$ cat src/rtl/core/des_ks_pkg.sv
package des_ks_pkg;

	localparam int unsigned HALF_W = 28;
	localparam int unsigned CD_W   = 2 * HALF_W;
	localparam int unsigned KEY_W  = 64;
	localparam int unsigned SUB_W  = 48;
	localparam int unsigned ROUNDS = 16;
	localparam int unsigned RND_W  = $clog2(ROUNDS);

	localparam logic [RND_W-1:0] LAST_ROUND = RND_W'(ROUNDS - 1);

	// 1: rotate by two this round, 0: rotate by one
	localparam logic SHIFT_TWO [ROUNDS] = '{
		1'b0, 1'b0, 1'b1, 1'b1, 1'b1, 1'b1, 1'b1, 1'b1,
		1'b0, 1'b1, 1'b1, 1'b1, 1'b1, 1'b1, 1'b1, 1'b0
	};

	// positions counted from the most significant bit
	localparam logic [5:0] PC1_TAB [CD_W] = '{
		6'd56, 6'd48, 6'd40, 6'd32, 6'd24, 6'd16, 6'd8,  6'd0,
		6'd57, 6'd49, 6'd41, 6'd33, 6'd25, 6'd17, 6'd9,  6'd1,
		6'd58, 6'd50, 6'd42, 6'd34, 6'd26, 6'd18, 6'd10, 6'd2,
		6'd59, 6'd51, 6'd43, 6'd35, 6'd62, 6'd54, 6'd46, 6'd38,
		6'd30, 6'd22, 6'd14, 6'd6,  6'd61, 6'd53, 6'd45, 6'd37,
		6'd29, 6'd21, 6'd13, 6'd5,  6'd60, 6'd52, 6'd44, 6'd36,
		6'd28, 6'd20, 6'd12, 6'd4,  6'd27, 6'd19, 6'd11, 6'd3
	};

	localparam logic [5:0] PC2_TAB [SUB_W] = '{
		6'd13, 6'd16, 6'd10, 6'd23, 6'd0,  6'd4,  6'd2,  6'd27,
		6'd14, 6'd5,  6'd20, 6'd9,  6'd22, 6'd18, 6'd11, 6'd3,
		6'd25, 6'd7,  6'd15, 6'd6,  6'd26, 6'd19, 6'd12, 6'd1,
		6'd40, 6'd51, 6'd30, 6'd36, 6'd46, 6'd54, 6'd29, 6'd39,
		6'd50, 6'd44, 6'd32, 6'd47, 6'd43, 6'd48, 6'd38, 6'd55,
		6'd33, 6'd52, 6'd45, 6'd41, 6'd49, 6'd35, 6'd28, 6'd31
	};

	typedef struct packed {
		logic [KEY_W-1:0] key;
	} key_item_t;

	typedef struct packed {
		logic [SUB_W-1:0] subkey;
		logic [RND_W-1:0] round_number;
		logic             last;
	} subkey_item_t;

	typedef struct packed {
		logic              valid;
		logic [HALF_W-1:0] c_half;
		logic [HALF_W-1:0] d_half;
	} halves_t;

	typedef struct packed {
		logic             valid;
		logic [CD_W-1:0]  cd;
		logic [RND_W-1:0] round_number;
	} round_t;

	function automatic logic [CD_W-1:0] pc1(input logic [KEY_W-1:0] k);
		logic [CD_W-1:0] r;
		r = '0;
		for (int i = 0; i < CD_W; i++) begin
			r[CD_W-1-i] = k[KEY_W-1-int'(PC1_TAB[i])];
		end
		return r;
	endfunction

	function automatic logic [SUB_W-1:0] pc2(input logic [CD_W-1:0] cd);
		logic [SUB_W-1:0] r;
		r = '0;
		for (int i = 0; i < SUB_W; i++) begin
			r[SUB_W-1-i] = cd[CD_W-1-int'(PC2_TAB[i])];
		end
		return r;
	endfunction

	function automatic logic [HALF_W-1:0] rot28(input logic [HALF_W-1:0] x, input logic two);
		logic [HALF_W-1:0] r;
		if (two) begin
			r = {x[HALF_W-3:0], x[HALF_W-1:HALF_W-2]};
		end else begin
			r = {x[HALF_W-2:0], x[HALF_W-1]};
		end
		return r;
	endfunction

endpackage

$ cat src/rtl/core/des_ks_round.sv
module des_ks_round (
	input  logic                clk,
	input  logic                arst_n,
	input  des_ks_pkg::halves_t s1,
	output logic                s1_ready,
	output des_ks_pkg::round_t  s3,
	input  logic                s3_ready
);
	import des_ks_pkg::*;

	logic              valid_s2;
	logic [HALF_W-1:0] c_s2;
	logic [HALF_W-1:0] d_s2;
	logic [RND_W-1:0]  round_s2;

	logic              valid_s3;
	logic [CD_W-1:0]   cd_s3;
	logic [RND_W-1:0]  round_s3;

	logic              rdy3;
	logic              issue;
	logic              two;
	logic [HALF_W-1:0] c_rot;
	logic [HALF_W-1:0] d_rot;

	assign rdy3     = !valid_s3 || s3_ready;
	assign issue    = valid_s2 && rdy3;
	assign s1_ready = !valid_s2 || (issue && round_s2 == LAST_ROUND);
	assign two      = SHIFT_TWO[round_s2];
	assign c_rot    = rot28(c_s2, two);
	assign d_rot    = rot28(d_s2, two);

	always_ff @(posedge clk or negedge arst_n) begin
		if (!arst_n) begin
			valid_s2 <= 1'b0;
			round_s2 <= '0;
			valid_s3 <= 1'b0;
		end else begin
			if (s1.valid && s1_ready) begin
				valid_s2 <= 1'b1;
				round_s2 <= '0;
			end else if (issue) begin
				if (round_s2 == LAST_ROUND) begin
					valid_s2 <= 1'b0;
				end
				round_s2 <= round_s2 + 1'b1;
			end
			if (rdy3) begin
				valid_s3 <= issue;
			end
		end
	end

	// halves keep rotating; a new key reloads them
	always_ff @(posedge clk) begin
		if (s1.valid && s1_ready) begin
			c_s2 <= s1.c_half;
			d_s2 <= s1.d_half;
		end else if (issue) begin
			c_s2 <= c_rot;
			d_s2 <= d_rot;
		end
		if (issue) begin
			cd_s3    <= {c_rot, d_rot};
			round_s3 <= round_s2;
		end
	end

	assign s3.valid        = valid_s3;
	assign s3.cd           = cd_s3;
	assign s3.round_number = round_s3;
endmodule

$ cat config.mk
export PLATFORM = sky130hd
export DESIGN_NAME = des_ks_round
export DESIGN_NICKNAME = d
export VERILOG_FILES = /design/src/rtl/core/des_ks_pkg.sv /design/src/rtl/core/des_ks_round.sv
export SDC_FILE = /design/constraint.sdc
export NUM_CORES = 1
export LEC_CHECK = 0
export BUFFER_PORTS_ARGS = -buffer_cell sky130_fd_sc_hd__clkbuf_2
export CAP_MARGIN = 20
export CORE_MARGIN = 3
export CORE_UTILIZATION = 56
export CTS_CLUSTER_DIAMETER = 50
export DETAILED_ROUTE_END_ITERATION = 8
export GPL_TIMING_DRIVEN = 0
export HOLD_SLACK_MARGIN = 0.15
export PLACE_DENSITY = 0.78
export SYNTH_ARGS = -nofsm -noshare
export SYNTH_HDL_FRONTEND = slang
export SYNTH_SLANG_ARGS = --single-unit
export TNS_END_PERCENT = 100
$ cat constraint.sdc
create_clock -name clk -period 3.7 [get_ports clk]
set_input_delay 0.37 -clock clk [delete_from_list [all_inputs] [get_ports clk]]
set_output_delay 0.37 -clock clk [all_outputs]
set_load 0.1 [all_outputs]
After elaboration in Yosys (flattened, before gate mapping)
Memory sizes are Yosys's and may differ from the RTL's.
Index checks and enable logic that the tools add are counted.

cells by class
  add/sub/neg operators = 1
  bitwise operators = 1
  mux-type cells = 13
  equal/unequal tests = 1
  order comparisons = 1
  reductions and logical operators = 10

operator list
  kind                                         number
  2-to-1 mux 28 bit                            6
  2-to-1 mux 4 bit                             2
  >= comparator 5 bit, second input constant   1
  2-to-1 mux 1 bit                             5
  NOT 4 -> 5 bit                               1
  adder 4 x 1 -> 4 bit, second input constant  1
  == test 4 bit, second input constant         1
  nonzero test 2 bit                           2
  logical AND 1 bit                            3
  zero test 1 bit                              2
  logical OR 1 bit                             2
  AND reduction 2 bit                          1

storage, ports and cells
  logic and storage cells = 35
  register bits = 122
  output and inout port bits = 62
  input bits = 60
  ROM bits = 16
  memories = 1

memories
  name              words  bits a word  read ports  clocked after memory_dff  wr ports  RTL line            text
  (name not given)  16     1            1           0                         0         des_ks_round.sv:29  assign two = SHIFT_TWO[round_s2];

Logic depth before layout (Yosys ltp)
  depth in word-level cells = 8
  gate-level depth with buffers = 8
  gate-level depth less buffers = 6

Worst setup path after synthesis
Ideal clock, no wire load.

  path type = reg-to-reg
  start point = register round_s2[1]
  end point = register c_s2[0], enable pin
  data required time = 3.285 ns
  library setup time = 0.415 ns
  buffers on the path = 2
  path slack = 0.112 ns
  arrival time = 3.173 ns
  period minus slack after synthesis = 3.588 ns
  cell stages (with the launch flop) = 7
  cells stage by stage = dfrtp_1 -> ha_1 -> a41o_1 -> nand2_1 -> buf_4 -> buf_4 -> nand2_1

between the ends
  cells in the longest elaborated chain, start to end = 5

RTL lines
  what                          RTL line            text
  start, declared               des_ks_round.sv:14  logic [RND_W-1:0] round_s2;
  start signal, assigned        des_ks_round.sv:46  round_s2 <= round_s2 + 1'b1;
  == test 4 bit                 des_ks_round.sv:28  assign s1_ready = !valid_s2 || (issue && round_s2 == LAST_ROUND);
  logical AND 1 bit             des_ks_round.sv:28
  logical OR 1 bit              des_ks_round.sv:28
  net s1_ready                  des_ks_round.sv:5   output logic s1_ready,
  logical AND 1 bit             des_ks_round.sv:56  if (s1.valid && s1_ready) begin
  nonzero test 2 bit (no line)  --
  end signal, assigned          des_ks_round.sv:57  c_s2 <= s1.c_half;
  end signal, assigned          des_ks_round.sv:60  c_s2 <= c_rot;
  end, declared                 des_ks_round.sv:12  logic [HALF_W-1:0] c_s2;

The timed path passes the listed nets, and every way through them passes these cells.
A chain may end at the register's enable or synchronous reset.

Worst setup path after layout
  start point = register round_s2[1]
  end point = register d_s2[4], enable pin

between the ends
  cells in the longest elaborated chain, start to end = 5

RTL lines
  what                          RTL line            text
  == test 4 bit                 des_ks_round.sv:28
  logical AND 1 bit             des_ks_round.sv:28
  logical OR 1 bit              des_ks_round.sv:28
  logical AND 1 bit             des_ks_round.sv:56
  nonzero test 2 bit (no line)  --
  end signal, assigned          des_ks_round.sv:58  d_s2 <= s1.d_half;
  end signal, assigned          des_ks_round.sv:61  d_s2 <= d_rot;
  end, declared                 des_ks_round.sv:13  logic [HALF_W-1:0] d_s2;

No other way between the ends.

==> results.toml <==
[status]
run_status = "finished clean"

[worst_setup_path]
crit_arrival_ns = 2.60
setup.worst_path.class = "register to register"
crit_path_start_kind = "register"
crit_path_max_fanout = 56
path_cells = "ha_1, a41o_1, nand2_1, buf_4, buf_4, nand2_4"
required_ns = 3.75
crit_slowest_cell = "nand2_4"
worst_setup_path_end_kind = "register"
cpPeakStageDelay_ns = 0.58
cp_common_cell = "buf_4"

[run]
cap_viol_max_count = 0

[clock_network]
cts_tree = "yes"
post_cts_buffers = 0
cts_made_buffers = 17
root_buffer = "clkbuf_16"
cts.path.max_buffers = 2
path_clk_slew_ns = 0.05
clkSinkCount = 122
h-tree-depth = 4
clk_latency_ns = 0.43

[die]
floorplan.initialDensity_pct = 57.8
num_rows = 39
fp.dieH_um = 115
die-area_um2 = 13300
die_x_um = 115
io-pin-count = 122
coreArea_um2 = 11600

[placed_design]
hpwlAfterDp_mm = 9.97
place_congestion = 0.841
portBuffers = 121

[synth]
yosysSeqAreaShare_pct = 54.4
syn_avg_cell_area_um2 = 14.0
ys_types = 26
ys_seq_elements = 122
syn_area_um2 = 6690
synthCells = 476
ys_warn_count = 0
syn_nets = 538

[drt]
route.detailed.drc = 0
vias = 4622
drt_iter0_drc = 313
vias_per_cell = 5.97
antenna_violating_nets_post_route = 0
drt_wl_total_mm = 15.2
drt_pass1_iterations = 6
avgRoutedWirePerCell_um = 19.7

[cells_and_area]
drive_gt1_share_pct = 52.0
fin_nets = 680
mostFrequentLayoutCell = "clkbuf_2"
antennaDiodeCount = 0
layout_common_cells = "clkbuf_2 (121), edfxtp_1 (116), nand3_1 (75)"
fill_cells = 805
syn2layout_area_growth_pct = 21.5

[sta]
timing.final.crit_period_ns = 2.55
setup_viol = 0
maxSlewHeadroom_pct = 45.4
drv_slew = 0
fmax_ghz = 0.392
fin_skew_ns = 0.00653
hold_viol = 0
timing.final.crit_share_pct = 68.9
whs_ns = 0.170
worst_slew_pin_slew_ns = 0.819
rsz0062_at_grt = "false"

[hold_path]
hold_path.class = "primary input to register"

[global_route]
grt_pass1_vias = 4687
grt_pass1_wl_mm = 24.4
grt.total_usage_pct = 24.0
grt_max_degree = 57
antenna_found_initial = 0
overflow = 0
-- registers in the layout (all words and copies together) (netlist names) --
name and count:
cd_s3 56, c_s2 28, d_s2 28, round_s2 4
round_s3 4, valid_s2 1, valid_s3 1
-- final timing paths --
path | start | end | slack, ns | cells past startpoint
worst min register to register | round_s2[3] | round_s3[3] | 0.47 | 0
worst min-delay path | s1[56] | valid_s2 | 0.17 | 2
max in group asynchronous | arst_n | round_s2[2] | 3.24 | 2
min in group asynchronous | arst_n | round_s2[3] | 0.31 | 2
worst max register to register | round_s2[1] | d_s2[4] | 1.15 | 6
worst max-delay path | round_s2[1] | d_s2[4] | 1.15 | 6
-- through the flow --
stage / utilization, % / TNS (ns) / setup WS (ns) / area [um2] / instances
floorplan: - / 0 / 0.112 / 6690 / 476
CTS: 70.2 / 0 / 1.14 / 8120 / 774
detailed placement: 64.8 / 0 / 1.16 / 7500 / 741
global route: 70.2 / 0 / 1.03 / 8120 / 774
finish: 70.2 / 0 / 1.15 / 8120 / 774
global placement: 64.6 / -11.86 / -0.215 / 7470 / 740
-- Yosys cell counts, drive strengths merged --
cell type    n  area (um2)
a21oi        1        5.00
dfrtp        6         150
edfxtp     116        3480
ha           2        25.0
buf         37         262
mux2i       57         571
a41o         1        10.0
xor2         2        17.5
inv          4        15.0
clkbuf       8        30.0
nand3      115         776
mux2        57         646
nand2b       2        20.0
nor2         4        15.0
and3         1        6.26
xnor2        1        8.76
o211ai      56         621
and2         1        6.26
nand2        5        18.8
-- logic make-up (layout without fill, tap and decap cells) --
group           count (synthesis)  count (layout)  synth area share, %
simple gates                  128             128                 12.6
mux                           114             114                 18.2
xor+xnor                        3               3                0.393
fa+ha+maj                       2               2                0.374
flops                         122             122                 54.4
compound gates                 58              58                 9.51
buf+inv                        49             204                 4.59
-- critical path, delay by kind of cell (launching register included) --
| kind | cells | cell delay (ns) |
|---|---|---|
| fa+ha+maj | 1 | 0.27 |
| flops | 1 | 0.44 |
| compound gates | 1 | 0.27 |
| buf+inv | 2 | 0.41 |
| simple gates | 2 | 0.72 |
-- metal layers --
metal  share of wire (%)  global-route usage, %
met4                 1.6                   8.84
met5                   0                      0
met3                 4.9                   6.05
met1                  44                   32.5
met2                  49                   37.6
-- cell type report --
class	instances	area [um2]	share of cell area (%)
flip-flops and latches	122	3630	44.7
multi-input cells	305	2750	33.9
repair buffers	123	636	7.82
clock buffers	24	502	6.18
plain buffers	45	292	3.59
well taps	143	179	2.20
clock inverters	8	115	1.42
inverters	4	15.0	0.185
-- repair_timing --
action,4_1_cts,5_1_grt
resized for setup,0,0
hold buffers,1,0
hold endpoints to repair,6,0
endpoints found under the setup margin,0,0
Power is not shown: default switching activity piles up to over one toggle a cycle in this logic, so the estimate is an artifact.
